--- src/rtl/core/sdbt_pkg.sv ---
// sdbt_pkg: shared types, constants and helpers of the sparse disk block translator
// no dependencies; compiled first
package sdbt_pkg;

    localparam int DEF_TABLE_DEPTH = 4096;
    localparam int DEF_MAX_REQUEST = 16384;

    localparam int INDEX_W   = 12;
    localparam int WORD_W    = 32;
    localparam int OFFSET_W  = 48;
    localparam int LEN_W     = 15;
    localparam int LG_W      = 5;
    localparam int ENTRIES_W = 13;
    localparam int BN_W      = 39;
    localparam int SECTOR_SHIFT = 9;
    localparam int MIN_LG       = 9;
    localparam int BITMAP_SHIFT = 12;
    localparam logic [WORD_W-1:0] UNALLOC = 32'hFFFF_FFFF;

    localparam int PADDR_W = 5;
    localparam int PDATA_W = 64;

    typedef logic [1:0] t_reg_idx;
    localparam t_reg_idx REG_BLOCK_SIZE_LOG2 = 2'd0;
    localparam t_reg_idx REG_TABLE_ENTRIES   = 2'd1;
    localparam t_reg_idx REG_VOLUME_SIZE     = 2'd2;
    localparam t_reg_idx REG_IMAGE_SIZE      = 2'd3;

    typedef logic [1:0] t_kind;
    localparam t_kind KIND_ZERO    = 2'd0;
    localparam t_kind KIND_COPY    = 2'd1;
    localparam t_kind KIND_IDX_ERR = 2'd2;
    localparam t_kind KIND_OUT_ERR = 2'd3;

    typedef struct packed {
        logic [LG_W-1:0]      lg;
        logic [ENTRIES_W-1:0] entries;
        logic [OFFSET_W-1:0]  volume;
        logic [OFFSET_W-1:0]  image;
    } t_cfg;

    typedef struct packed {
        logic load_we;
        logic capture;
        logic clamp;
        logic block;
        logic mem;
        logic check;
        logic advance;
    } t_cmd;

    typedef struct packed {
        logic func;
        logic rem_zero;
        logic bn_oor;
        logic last;
    } t_sts;

    function automatic logic [WORD_W-1:0] swap32(input logic [WORD_W-1:0] v);
        return {v[7:0], v[15:8], v[23:16], v[31:24]};
    endfunction

endpackage

--- src/rtl/core/sdbt_regs.sv ---
// sdbt_regs: apb configuration registers of the translator
// depends on sdbt_pkg
module sdbt_regs (
    input  logic                          i_clk,
    input  logic                          i_rst_n,
    input  logic                          psel,
    input  logic                          penable,
    input  logic                          pwrite,
    input  logic [sdbt_pkg::PADDR_W-1:0]  paddr,
    input  logic [sdbt_pkg::PDATA_W-1:0]  pwdata,
    output logic [sdbt_pkg::PDATA_W-1:0]  prdata,
    output logic                          pready,
    output sdbt_pkg::t_cfg                o_cfg
);
    import sdbt_pkg::*;

    t_cfg     r_cfg;
    t_reg_idx idx;
    logic     wr;

    assign idx    = paddr[PADDR_W-1:3];
    assign wr     = psel && penable && pwrite;
    assign pready = 1'b1;
    assign o_cfg  = r_cfg;

    always_ff @(posedge i_clk) begin
        if (!i_rst_n) begin
            r_cfg.lg      <= LG_W'(21);
            r_cfg.entries <= ENTRIES_W'(4096);
            r_cfg.volume  <= '0;
            r_cfg.image   <= '0;
        end else if (wr) begin
            case (idx)
                REG_BLOCK_SIZE_LOG2: r_cfg.lg      <= pwdata[LG_W-1:0];
                REG_TABLE_ENTRIES:   r_cfg.entries <= pwdata[ENTRIES_W-1:0];
                REG_VOLUME_SIZE:     r_cfg.volume  <= pwdata[OFFSET_W-1:0];
                REG_IMAGE_SIZE:      r_cfg.image   <= pwdata[OFFSET_W-1:0];
                default: ;
            endcase
        end
    end

    always_comb begin
        case (idx)
            REG_BLOCK_SIZE_LOG2: prdata = PDATA_W'(r_cfg.lg);
            REG_TABLE_ENTRIES:   prdata = PDATA_W'(r_cfg.entries);
            REG_VOLUME_SIZE:     prdata = PDATA_W'(r_cfg.volume);
            REG_IMAGE_SIZE:      prdata = PDATA_W'(r_cfg.image);
            default:             prdata = '0;
        endcase
    end

endmodule

--- config.mk ---
export PLATFORM = sky130hd
export DESIGN_NAME = sdbt_regs
export DESIGN_NICKNAME = d
export VERILOG_FILES = /design/src/rtl/core/sdbt_pkg.sv /design/src/rtl/core/sdbt_regs.sv
export SDC_FILE = /design/constraint.sdc
export NUM_CORES = 1
export LEC_CHECK = 0
export BUFFER_PORTS_ARGS = -buffer_cell sky130_fd_sc_hd__buf_2
export CAP_MARGIN = 20
export CELL_PAD_IN_SITES_DETAIL_PLACEMENT = 0
export CELL_PAD_IN_SITES_GLOBAL_PLACEMENT = 1
export CORE_MARGIN = 4
export CORE_UTILIZATION = 35
export CTS_BUF_LIST = sky130_fd_sc_hd__clkbuf_8
export DETAILED_ROUTE_END_ITERATION = 16
export PLACE_DENSITY = 0.93
export SLEW_MARGIN = 5
export SYNTH_ARGS = -nofsm -noshare
export SYNTH_HDL_FRONTEND = slang
export SYNTH_SLANG_ARGS = --single-unit
--- constraint.sdc ---
create_clock -name i_clk -period 2.1 [get_ports i_clk]
set_input_delay 0.525 -clock i_clk [delete_from_list [all_inputs] [get_ports i_clk]]
set_output_delay 0.525 -clock i_clk [all_outputs]
set_load 0.01 [all_outputs]
-- Word level (Yosys, flattened, before mapping)
Index checks and enable logic that the tools add are counted.
- bits in registers: 114
- bits of input ports: 74
- output and inout bits: 179
- equal/unequal tests: 3
- mux-type cells: 1
- reduce and logical (&&, ||, !) cells: 7
- operators by type and width (cell ; count):
    $pmux W64 S4 ; 1
    $reduce_and A2 Y1 ; 4
    $eq A2 B2 Y1 const B ; 2
    $eq A2 B1 Y1 const B ; 1
    $logic_and A1 B1 Y1 ; 2
    $logic_not A2 Y1 ; 1

-- Longest topological paths before layout
- word-level depth: 3
- depth in mapped cells: 7
- depth with buffers taken out: 3

-- Least setup slack after synthesis
OpenSTA, ideal clock, no wires.
- kind: in2out
- start: in paddr[3] (netlist bit)
- end: out prdata[0] (netlist bit)
- data arrival time: 1456 ps
- setup slack: 119 ps
- stages on the path: 4
- cells stage by stage: buf_2 -> buf_2 -> buf_2 -> mux4_2
- longest elaborated chain between the ends: 2
- elaborated cells on any way between the ends: 5
- RTL lines (item ; RTL line ; text):
    from (decl) ; sdbt_regs.sv:9 ; input logic [sdbt_pkg::PADDR_W-1:0] paddr,
    $eq A2 B2 Y1, or another cell as far along ; sdbt_regs.sv:44 ; case (idx)
    $pmux W64 S4 * ; sdbt_regs.sv:44 ;
    to (decl) ; sdbt_regs.sv:11 ; output logic [sdbt_pkg::PDATA_W-1:0] prdata,
Mark *: on every way between the ends. The rest lies on a longest branch, timed or not. The select of a mux whose other input is x is not followed.

-- Worst setup path after layout
- start: in paddr[3] (netlist bit)
- end: out prdata[12] (netlist bit)
The elaborated chain is that of the path after synthesis.

==> out/metrics.cfg <==
[clocking]
cts_buffers = 17
htree_levels = 4
post-cts-setup-buffers = 0
cts_resized = 0
clk_path_buf_depth = 2
postCtsHoldBufs = 0
clk_pin_slew_worst_paths_ns = 0.07
root_buffer = clkbuf_8
cts_sinks = 114
cts_tree = yes
clk-insertion-delay-late_ns = 0.42

[grt]
grt_max_degree = 63
gr-total-overflow = 0
grt_pass1_vias = 4514
grt_pass1_wl_mm = 23.4
antenna_found_initial = 0
grtUsageTotal = 0.166

[worst_setup_path]
required_ns = 1.57
worstSetupPathType = input port to output pin
crit_path_start_kind = input port
worst_path_largest_cell_delay_ns = 0.34
worstPathMaxFanout = 15
cp_common_cell = buf_2
critPathBufInv = 3
worstPathCellList = buf_2 > buf_12 > mux2_2 > a22o_1 > buf_2
end_kind = output pin
worstPathArrival_ns = 1.49
path_delay_family = buffers and inverters
cp_slowest_cell = mux2_2

[placement]
finalWeightedCongestion = 0.779
hpwl_mm = 10.7
dpl.cell_count = 941
port_buffers = 216
dp_slack_ns = 0.0299

[yosys]
syn_area_um2 = 5310
ys_warn_count = 0
async_reset_ff_frac = 0
avgSynthCellArea_um2 = 9.53
synthFlopType = dfxtp_1
yosysUniqueCellTypes = 20
ys_seq_elements = 114
synth_edf_count = 0
yosysSeqAreaShare = 0.430
synthCells = 557

[detailed_routing]
drtPass1Iterations = 4
ant_nets = 0
num_vias = 4502
route.detailed.drc = 0
totalWireLength_mm = 14.3
drtIter0Drc = 101
vias_per_cell = 4.63
wl_per_cell_um = 14.7

[die]
io_pins = 253
die_y_um = 131
core_area_um2 = 14700
row_count = 44
die_x_um = 131
start_util = 0.361
dieArea_um2 = 17200

[finish]
final_cell_count_no_fill = 972
antennaDiodeCount = 0
drive_gt1_frac = 0.369
register_area_um2 = 2280
largest_reg_flops = 114
area_growth_pct = 33.1
n_fill_cell = 1424
final_util = 0.480
mostFrequentLayoutCells = 214 x buf_2, 158 x nand2_1, 145 x mux2i_1, 114 x dfxtp_1, 36 x nor2b_1
multi_input_area_um2 = 2710
final_common_cell = buf_2
nets = 850

[power_and_ir_drop]
power.density_nw_per_um2 = 653
finalPower_mw = 4.61
p_leak_nw = 3.67
ir_drop_mv = 0.302

[timing]
fmax_mhz = 495
fin_setup_tns_ns = 0
setup_viol = 0
timing.final.ws_setup_ns = 0.0818
final_hold_viol_count = 0
final.period_utilization = 0.961
slew_violations = 0
fin_skew_ns = 0
period_needed_ns = 2.02
rsz0062_at_grt = false

[job]
cap_violations = 0

[min_path]
hp-class = input port to flop

[run_status]
status = finished, final reports clean

## synthesized netlist by cell type, types with 2 or more instances
cell type / count / area share
a22o_1: 8 / 0.013
and2_1: 2 / 0.0024
buf_2: 13 / 0.012
buf_4: 22 / 0.031
buf_6: 5 / 0.011
clkbuf_1: 22 / 0.016
conb_1: 2 / 0.0014
dfxtp_1: 114 / 0.43
inv_1: 4 / 0.0028
mux2_2: 8 / 0.017
mux2i_1: 145 / 0.27
mux4_2: 5 / 0.021
nand2_1: 158 / 0.11
nand3_1: 5 / 0.0047
nor2b_1: 36 / 0.042
o211ai_1: 4 / 0.0057
## power by group
part / switching (mW) / internal (mW)
logic: 0.228 / 0.189
registers: 0.0226 / 2.19
clock network: 0.848 / 1.13
## per-stage QoR
| step | hold slack (ns) | area, µm² |
|---|---|---|
| after detailed placement | 0.465 | 6670 |
| after CTS | 0.312 | 7060 |
| after global placement | 0.456 | 6670 |
| after floorplan | 0.488 | 5360 |
| final | 0.360 | 7060 |
| after global routing | 0.331 | 7060 |
## path summary, 6_finish.rpt
path                                 from  slack (ns)  depth (start not counted)                       to
setup / recovery                 paddr[3]        0.08                          5               prdata[12]
setup reg to reg  o_cfg[108]$_SDFFE_PN1P_        1.40                          2  o_cfg[108]$_SDFFE_PN1P_
hold / removal                  pwdata[4]        0.36                          3  o_cfg[113]$_SDFFE_PN1P_
hold reg to reg     o_cfg[6]$_SDFFE_PN0P_        0.47                          2    o_cfg[6]$_SDFFE_PN0P_
## kinds of logic after synthesis
group | Yosys count | share of synthesized area
buffers and inverters | 67 | 0.0733
muxes | 158 | 0.312
AOI/OAI and AO/OA | 12 | 0.0189
and+or+nand+nor | 204 | 0.165
DFF | 114 | 0.430
other | 2 | 0.00141
## final cells by class
| class | count | share of cell area |
|---|---|---|
| tap | 184 | 0.0326 |
| inverter | 4 | 0.00213 |
| multi-input combinational | 391 | 0.384 |
| timing repair buffer | 248 | 0.204 |
| clock buffer | 24 | 0.0468 |
| sequential | 114 | 0.323 |
| clock inverter | 7 | 0.00797 |
## layer usage
layer  GRT usage  routed length, µm  up-vias
met1       0.199               6310     2083
met3      0.0577               1020       12
met5           0                  0        -
met2       0.280               6780      154
met4      0.0560                203        0
li1            -                  -     2253
## worst register-to-register path: stages (launching register included)
cell and delay (ns):
dfxtp_1 0.38, inv_1 0.06, o211ai_1 0.18
Power figures use the tool's default switching activity.
