===== config.mk =====
export PLATFORM = sky130hd
export DESIGN_NAME = sdbt_ctrl
export DESIGN_NICKNAME = d
export VERILOG_FILES = /design/src/rtl/core/sdbt_pkg.sv /design/src/rtl/core/sdbt_ctrl.sv
export SDC_FILE = /design/constraint.sdc
export NUM_CORES = 1
export LEC_CHECK = 0
export BUFFER_PORTS_ARGS = -buffer_cell sky130_fd_sc_hd__buf_2
export CORE_AREA = 4 4 41 43
export CTS_CLUSTER_SIZE = 10
export DETAILED_ROUTE_END_ITERATION = 10
export DIE_AREA = 0 0 45 47
export SYNTH_ARGS = -nofsm -noshare
export SYNTH_HDL_FRONTEND = slang
export SYNTH_SLANG_ARGS = --single-unit
export TNS_END_PERCENT = 5

===== constraint.sdc =====
create_clock -name i_clk -period 2.3 [get_ports i_clk]
set_input_delay 0.46 -clock i_clk [delete_from_list [all_inputs] [get_ports i_clk]]
set_output_delay 0.46 -clock i_clk [all_outputs]
set_load 0.02 [all_outputs]

===== src/rtl/core/sdbt_pkg.sv =====
// sdbt_pkg: shared types, constants and helpers of the sparse disk block translator
// no dependencies; compiled first
package sdbt_pkg;

    localparam int DEF_TABLE_DEPTH = 4096;
    localparam int DEF_MAX_REQUEST = 16384;

    localparam int INDEX_W   = 12;
    localparam int WORD_W    = 32;
    localparam int OFFSET_W  = 48;
    localparam int LEN_W     = 15;
    localparam int LG_W      = 5;
    localparam int ENTRIES_W = 13;
    localparam int BN_W      = 39;
    localparam int SECTOR_SHIFT = 9;
    localparam int MIN_LG       = 9;
    localparam int BITMAP_SHIFT = 12;
    localparam logic [WORD_W-1:0] UNALLOC = 32'hFFFF_FFFF;

    localparam int PADDR_W = 5;
    localparam int PDATA_W = 64;

    typedef logic [1:0] t_reg_idx;
    localparam t_reg_idx REG_BLOCK_SIZE_LOG2 = 2'd0;
    localparam t_reg_idx REG_TABLE_ENTRIES   = 2'd1;
    localparam t_reg_idx REG_VOLUME_SIZE     = 2'd2;
    localparam t_reg_idx REG_IMAGE_SIZE      = 2'd3;

    typedef logic [1:0] t_kind;
    localparam t_kind KIND_ZERO    = 2'd0;
    localparam t_kind KIND_COPY    = 2'd1;
    localparam t_kind KIND_IDX_ERR = 2'd2;
    localparam t_kind KIND_OUT_ERR = 2'd3;

    typedef struct packed {
        logic [LG_W-1:0]      lg;
        logic [ENTRIES_W-1:0] entries;
        logic [OFFSET_W-1:0]  volume;
        logic [OFFSET_W-1:0]  image;
    } t_cfg;

    typedef struct packed {
        logic load_we;
        logic capture;
        logic clamp;
        logic block;
        logic mem;
        logic check;
        logic advance;
    } t_cmd;

    typedef struct packed {
        logic func;
        logic rem_zero;
        logic bn_oor;
        logic last;
    } t_sts;

    function automatic logic [WORD_W-1:0] swap32(input logic [WORD_W-1:0] v);
        return {v[7:0], v[15:8], v[23:16], v[31:24]};
    endfunction

endpackage


===== src/rtl/core/sdbt_ctrl.sv =====
// sdbt_ctrl: sequencer of the translator, drives handshakes and datapath commands
// depends on sdbt_pkg
module sdbt_ctrl (
    input  logic            i_clk,
    input  logic            i_rst_n,
    input  logic            i_in_valid,
    input  logic            i_out_ready,
    input  sdbt_pkg::t_sts  i_sts,
    output logic            o_in_ready,
    output logic            o_out_valid,
    output sdbt_pkg::t_cmd  o_cmd
);
    import sdbt_pkg::*;

    typedef enum logic [5:0] {
        S_IDLE  = 6'b000001,
        S_CLAMP = 6'b000010,
        S_BLOCK = 6'b000100,
        S_MEM   = 6'b001000,
        S_CHECK = 6'b010000,
        S_OUT   = 6'b100000
    } t_state;

    t_state r_state, n_state;

    always_ff @(posedge i_clk) begin
        if (!i_rst_n) begin
            r_state <= S_IDLE;
        end else begin
            r_state <= n_state;
        end
    end

    always_comb begin
        n_state = r_state;
        o_cmd   = '0;
        case (r_state)
            S_IDLE: begin
                if (i_in_valid) begin
                    if (i_sts.func) begin
                        o_cmd.capture = 1'b1;
                        n_state       = S_CLAMP;
                    end else begin
                        o_cmd.load_we = 1'b1;
                    end
                end
            end
            S_CLAMP: begin
                o_cmd.clamp = 1'b1;
                n_state     = S_BLOCK;
            end
            S_BLOCK: begin
                o_cmd.block = 1'b1;
                if (i_sts.rem_zero || i_sts.bn_oor) begin
                    n_state = S_OUT;
                end else begin
                    n_state = S_MEM;
                end
            end
            S_MEM: begin
                o_cmd.mem = 1'b1;
                n_state   = S_CHECK;
            end
            S_CHECK: begin
                o_cmd.check = 1'b1;
                n_state     = S_OUT;
            end
            S_OUT: begin
                if (i_out_ready) begin
                    if (i_sts.last) begin
                        n_state = S_IDLE;
                    end else begin
                        o_cmd.advance = 1'b1;
                        n_state       = S_BLOCK;
                    end
                end
            end
            default: n_state = S_IDLE;
        endcase
    end

    assign o_in_ready  = (r_state == S_IDLE);
    assign o_out_valid = (r_state == S_OUT);

    a_no_overlap: assert property (@(posedge i_clk) disable iff (!i_rst_n)
        o_out_valid |-> !o_in_ready)
        else $error("request taken while a chunk is pending");

    a_next_block: assert property (@(posedge i_clk) disable iff (!i_rst_n)
        (o_out_valid && i_out_ready && !i_sts.last) |=> (r_state == S_BLOCK))
        else $error("run did not continue after a non-final chunk");

    a_early_end: assert property (@(posedge i_clk) disable iff (!i_rst_n)
        (r_state == S_BLOCK && (i_sts.rem_zero || i_sts.bn_oor)) |=> o_out_valid)
        else $error("empty or index-error chunk not presented");

endmodule


==> Word level (Yosys, flattened, before mapping) <==
Cells that the tools add are included.
{ "totals": {"register_bits": 6, "in_bits": 8, "out_inout_bits": 9} }
{ "op_classes": {"eq_ne": 9, "mux": 17, "n_reduce_logical": 2} }
{ "op_table": {"columns": ["op", "n"], "rows": [
  ["case mux 6 bit (6 select lines)", 1],
  ["two-way mux 6 bit", 4],
  ["two-way mux 1 bit", 9],
  ["equality test 6 x 1 -> 1 bit (second input constant)", 1],
  ["equality test 6 x 2 -> 1 bit (second input constant)", 1],
  ["equality test 6 x 3 -> 1 bit (second input constant)", 1],
  ["equality test 6 x 4 -> 1 bit (second input constant)", 1],
  ["equality test 6 x 5 -> 1 bit (second input constant)", 1],
  ["equality test 6 bit (second input constant)", 1],
  ["!= test 2 bit (second input constant)", 3],
  ["two-way mux 2 bit", 2],
  ["two-way mux 3 bit", 1],
  ["AND reduction 3 bit", 1],
  ["logical OR 1 bit", 1]
]} }

==> Logic depth before layout (Yosys ltp) <==
Gate-level depths: netlist (run 1).
{ "logic_depth": {"depth_word": 3, "mapped_depth": 4} }

==> Least setup slack after synthesis (run 1) <==
OpenSTA, ideal clock, no wires.
{ "synth_path": {"path_type": "register to output", "from": "reg r_state[2]", "to": "out o_cmd[0] (netlist bit)", "arrival_ns": 1.435, "required_time_ns": 1.840, "slack_ns": 0.405, "stages_incl_launch_ff": 4, "path_cell_list": "dfxtp_1 > nor4_2 > nand3b_2 > nor3b_1"} }
{ "synth_lines": {"columns": ["item", "line", "source"], "rows": [
  ["start, declared", "sdbt_ctrl.sv:24", "t_state r_state, n_state;"],
  ["start signal, assigned", "sdbt_ctrl.sv:30", "r_state <= n_state;"],
  ["end, declared", "sdbt_ctrl.sv:11", "output sdbt_pkg::t_cmd o_cmd"]
]} }

==> results of run 1 <==
critical path, stage by stage, from the launching register on:
cell	delay, ns
dfxtp_1	0.38
nor4_2	0.40
nand3b_2	0.18
nor3b_1	0.20
buf_2	0.19
where the power goes:
group          switching [mW]  leakage (nW)  internal, mW
registers             0.00378        0.0487         0.107
logic                  0.0274         0.190        0.0218
clock network          0.0387        0.0138        0.0591
worst max path at each step:
stage	start	endpoint	depth (start not counted)
6_report	r_state[2]$_SDFFE_PN0P_	o_cmd[0]	4
5_1_grt	r_state[2]$_SDFFE_PN0P_	o_cmd[0]	4
4_1_cts	r_state[2]$_SDFFE_PN0P_	o_cmd[0]	4
3_5_place_dp	r_state[2]$_SDFFE_PN0P_	o_cmd[0]	4
3_3_place_gp	r_state[2]$_SDFFE_PN0P_	o_cmd[0]	4
2_1_floorplan	r_state[2]$_SDFFE_PN0P_	o_cmd[0]	3
cell usage after synthesis, types with 2 or more instances:
library cell,instances
nor2_1,4
nor4b_1,3
nand2_1,2
and2_1,2
and2_2,2
o21ai_0,2
nor3b_1,2
dfxtp_1,6
a211oi_1,2
and4b_2,2
final cells by class:
type | count | area share, %
sequential | 6 | 23.8
inverter | 1 | 0.743
tap | 15 | 3.71
clock buffer | 3 | 4.46
timing repair buffer | 16 | 15.8
multi-input combinational | 35 | 51.5
stage by stage:
step           util, %  cells
2_1_floorplan        -     42
4_1_cts           38.8     76
6_report          38.8     76
3_5_place_dp      37.1     73
5_1_grt           38.8     76
3_3_place_gp      37.1     73
routing by layer:
| layer | routed length [um] | track usage, % |
|---|---|---|
| met2 | 408 | 15.5 |
| met1 | 413 | 11.2 |
| met4 | 0 | 0 |
| met3 | 64 | 5.75 |
| met5 | 0 | 0 |
kinds of logic after synthesis:
family                    count (synthesis)  synth area share, %
buffers and inverters                     1                0.976
and+or+nand+nor                          25                 48.2
xor gates and xnor gates                  1                 2.28
AOI/OAI and AO/OA                         9                 17.3
DFF                                       6                 31.3
==> flow_summary_export.csv, run 1 <==
group,metric,value,unit
clocking,cts.sinks,6,
synthesis,seq_area_frac_synth,31.3,%
route,vias,391,
place,numPortBuffers,16,
finish,multi_input_area,260,um2
route,finalWirelength,886,um
finish,stdcell_area,505,um2
finish,seq_area,120,um2
timing,max_freq,487,MHz
place,place_area,483,um2
timing,layout_setup_ws,0.248,ns
setup_path,end_kind,"output pin",
finish,fillers,146,
synthesis,netlist_instances,42,
grt,grtUsageTotal,9.42,%
clocking,cts.clk_slew.worst_paths,0.05,ns
finish,top_register,"r_state",
setup_path,arrival,1.59,ns
pwr,ir_drop,0.000369,V
finish,antenna_cells,0,
route,drt-initial-drc-count,2,
route,vias_per_cell,5.14,
finish,final_common_cell,"buf_2",
synthesis,ys_ff_latch,6,
run,maxCapViolations,0,
pwr,power_density,510,nW/um2
place,gp_congestion,0.806,
hold_path,hp-start,"i_sts[1]",
finish,largest_reg_flops,6,
finish,drive_gt1_share,45.9,%
pwr,p_total,258,uW
timing,drv_slew,0,
route,route.antenna.remaining_nets,0,
grt,antenna_found_initial,0,
setup_path,reg2reg_slack,0.91,ns
synthesis,synth_top_area_share,31.3,%
clocking,cts-buffers-inserted,3,
clocking,worstSkewPairLatency,0.24,ns
timing,max-slew-margin-rel,67.9,%
clocking,cts.path.max_buffers,2,
route,drt_pass1_iterations,2,
setup_path,crit_fanout,7,
grt,grt_max_degree,8,
place,pre_cts_ws,0.487,ns
grt,grt_overflow_total,0,
timing,holdWs,0.395,ns
clocking,clockRootBuffer,"clkbuf_4",
clocking,htreeDepth,1,
die,dieHeight,47,um
place,hpwlAfterDp,731,um
timing,rsz0062_at_grt,"no",
synthesis,synth_area_leaders,"dfxtp_1, nor4b_1, and4b_2, a211oi_1, and2_2",
finish,syn_to_final_growth,31.6,%
setup_path,reg2reg_to,"r_state[4]$_SDFFE_PN0P_",
die,core_area,1300,um2
timing,finalHoldViolCount,0,
setup_path,rr_startpoint,"r_state[2]$_SDFFE_PN0P_",
clocking,hold_buffers,0,
hold_path,holdPathStages,2,
synthesis,synthFlopType,"dfxtp_1",
synthesis,yosysTopAreaCell,"dfxtp_1",
finish,top_regs,"r_state x6",
synthesis,synth_cell_types,25,
timing,setup_viol,0,
timing,worst_pin_slew,0.475,ns
synthesis,synth-edff-count,0,
timing,final.period_utilization,89.2,%
die,rows,13,
synthesis,synth_warnings,0,
route,drc,0,
grt,first_global_vias,355,
synthesis,syn_area,384,um2
finish,fin_nets,71,
timing,layout_min_cycle_time,2.05,ns
die,initial_core_util,29.5,%
synthesis,synth_area_per_cell,9.15,um2
finish,mostFrequentLayoutCells,"buf_2, dfxtp_1, nor2_1",
setup_path,start_kind,"flip-flop",
pwr,cellLeakagePower,0.253,nW
hold_path,hp-class,"in -> reg",
setup_path,required,1.84,ns
timing,skew,0.00199,ns
synthesis,synth-async-reset-ratio,0,%
clocking,postCtsSetupRepairBufs,0,
route,wire_per_inst,11.7,um
die,io_pins,17,
hold_path,min_to,"r_state[3]$_SDFFE_PN0P_",
setup_path,r2r_cells,4,
grt,grt_pass1_wl,1.43,mm
clocking,postCtsResizedCells,0,
die,die_x,45,um
clocking,tritoncts,"built",
synthesis,syn-num-nets,50,
run_status,run_status,"finished clean",
timing,tns,0,ns
die,die_area,2120,um2
setup_path,crit_type,"reg -> out",
(Power assumes the default switching activity.)
==> run 2, diff against run 1 <==
Settings changed: MAX_ROUTING_LAYER set to met4.
==> run 2 against run 1 <==
  * Clock-buffer cell count unchanged
  * Hold slack better by 0.0011 ns
  * Die area stayed put
  * Register-to-register slack about the same
==> flow_summary_export.csv, run 2 (synthesis gave the netlist of run 1 again) <==
group,metric,value,unit
grt,grtUsageMet1,11.0,%
route,drc,0,
finish,top_register,"r_state",
timing,max-slew-margin-rel,67.9,%
grt,first_global_vias,356,
die,core_area,1300,um2
timing,rsz0062_at_grt,"no",
place,place_inst,73,
grt,grt_overflow_total,0,
setup_path,crit_type,"reg -> out",
grt,antenna_found_initial,0,
timing,finalHoldViolCount,0,
finish,antenna_cells,0,
pwr,cellLeakagePower,0.253,nW
clocking,cts.sinks,6,
clocking,tritoncts,"built",
clocking,worstSkewPairLatency,0.24,ns
die,dieHeight,47,um
setup_path,crit_fanout,7,
finish,final_common_cell,"buf_2",
timing,max_freq,487,MHz
clocking,cts-buffers-inserted,3,
die,rows,13,
grt,grt_pass1_wl,1.41,mm
die,io_pins,17,
route,drt_pass1_iterations,2,
pwr,ir_drop,0.000367,V
timing,layout_min_cycle_time,2.05,ns
route,vias_per_cell,5.16,
route,finalWirelength,886,um
clocking,cts.clk_slew.worst_paths,0.05,ns
die,die_x,45,um
setup_path,start_kind,"flip-flop",
finish,seq_area,120,um2
finish,largest_reg_flops,6,
timing,setup_viol,0,
finish,fin_nets,71,
grt,grt_util_met3,5.75,%
route,route.antenna.remaining_nets,0,
clocking,htreeDepth,1,
place,numPortBuffers,16,
place,hpwlAfterDp,731,um
timing,skew,0.00288,ns
place,gp_congestion,0.817,
setup_path,end_kind,"output pin",
die,initial_core_util,29.5,%
route,wire_per_inst,11.7,um
timing,drv_slew,0,
finish,top_regs,"r_state x6",
clocking,clockRootBuffer,"clkbuf_4",
finish,finalNonFillerCells,76,
hold_path,hp-class,"in -> reg",
die,die_area,2120,um2
finish,multi_input_area,260,um2
run,maxCapViolations,0,
finish,drive_gt1_share,45.9,%
clocking,cts.path.max_buffers,2,
run_status,run_status,"finished clean",
pwr,power_density,509,nW/um2
timing,tns,0,ns
clocking,postCtsResizedCells,0,
grt,grt.busiest_layer,"met2",
grt,use_met2,15.5,%
route,drt-initial-drc-count,2,
finish,syn_to_final_growth,31.6,%
timing,worst_pin_slew,0.475,ns
setup_path,required,1.84,ns
grt,grt_max_degree,8,
finish,mostFrequentLayoutCells,"buf_2, dfxtp_1, nor2_1",
clocking,hold_buffers,0,
finish,final_util,38.8,%
timing,final.period_utilization,89.2,%
clocking,postCtsSetupRepairBufs,0,
route,vias,392,
grt,grtUsageTotal,9.65,%
setup_path,arrival,1.59,ns
finish,fillers,146,
-- run 2: cell counts in the layout (fill, tap and decap cells not counted) --
No cell type changed its count.
-- run 2: per-layer routing --
metal | routed length (um) | up-vias | share of wire [%]
li1 | - | 199 | -
met1 | 412 | 180 | 47
met2 | 409 | 13 | 46
met3 | 64 | 0 | 7.2
met4 | 0 | 0 | 0
met5 | 0 | - | 0
-- run 2: through the flow --
stage	hold WS [ns]	instance area [um2]	power, mW	setup slack, ns
6_report	0.396	505	0.257	0.248
3_5_place_dp	0.624	483	0.163	0.487
3_3_place_gp	0.620	483	0.163	0.524
5_1_grt	0.390	505	0.274	0.0945
4_1_cts	0.386	505	0.262	0.228
2_1_floorplan	0.536	384	0.144	0.405
-- run 2: worst paths after layout --
path | from | endpoint | slack, ns | cells after the start
hold / removal | i_sts[1] | r_state[3]$_SDFFE_PN0P_ | 0.40 | 2
hold reg to reg | r_state[1]$_SDFFE_PN0P_ | r_state[0]$_SDFFE_PN1P_ | 0.63 | 2
setup reg to reg | r_state[2]$_SDFFE_PN0P_ | r_state[4]$_SDFFE_PN0P_ | 0.91 | 4
setup / recovery | r_state[2]$_SDFFE_PN0P_ | o_cmd[0] | 0.25 | 4
-- run 2: cell type report --
| type | instances | share of cell area [%] |
|---|---|---|
| multi-input cells | 35 | 51.5 |
| flip-flops and latches | 6 | 23.8 |
| clock buffers | 3 | 4.46 |
| inverters | 1 | 0.743 |
| repair buffers | 16 | 15.8 |
| well taps | 15 | 3.71 |
-- run 2: worst max-delay path: stages, from the launching register on --
cell,delay [ns]
dfxtp_1,0.38
nor4_2,0.40
nand3b_2,0.18
nor3b_1,0.20
buf_2,0.19
-- run 2: power breakdown --
group,total [mW],internal [mW],switching (mW)
Sequential,0.111,0.107,0.00378
Clock,0.0973,0.0590,0.0383
Combinational,0.0491,0.0218,0.0274
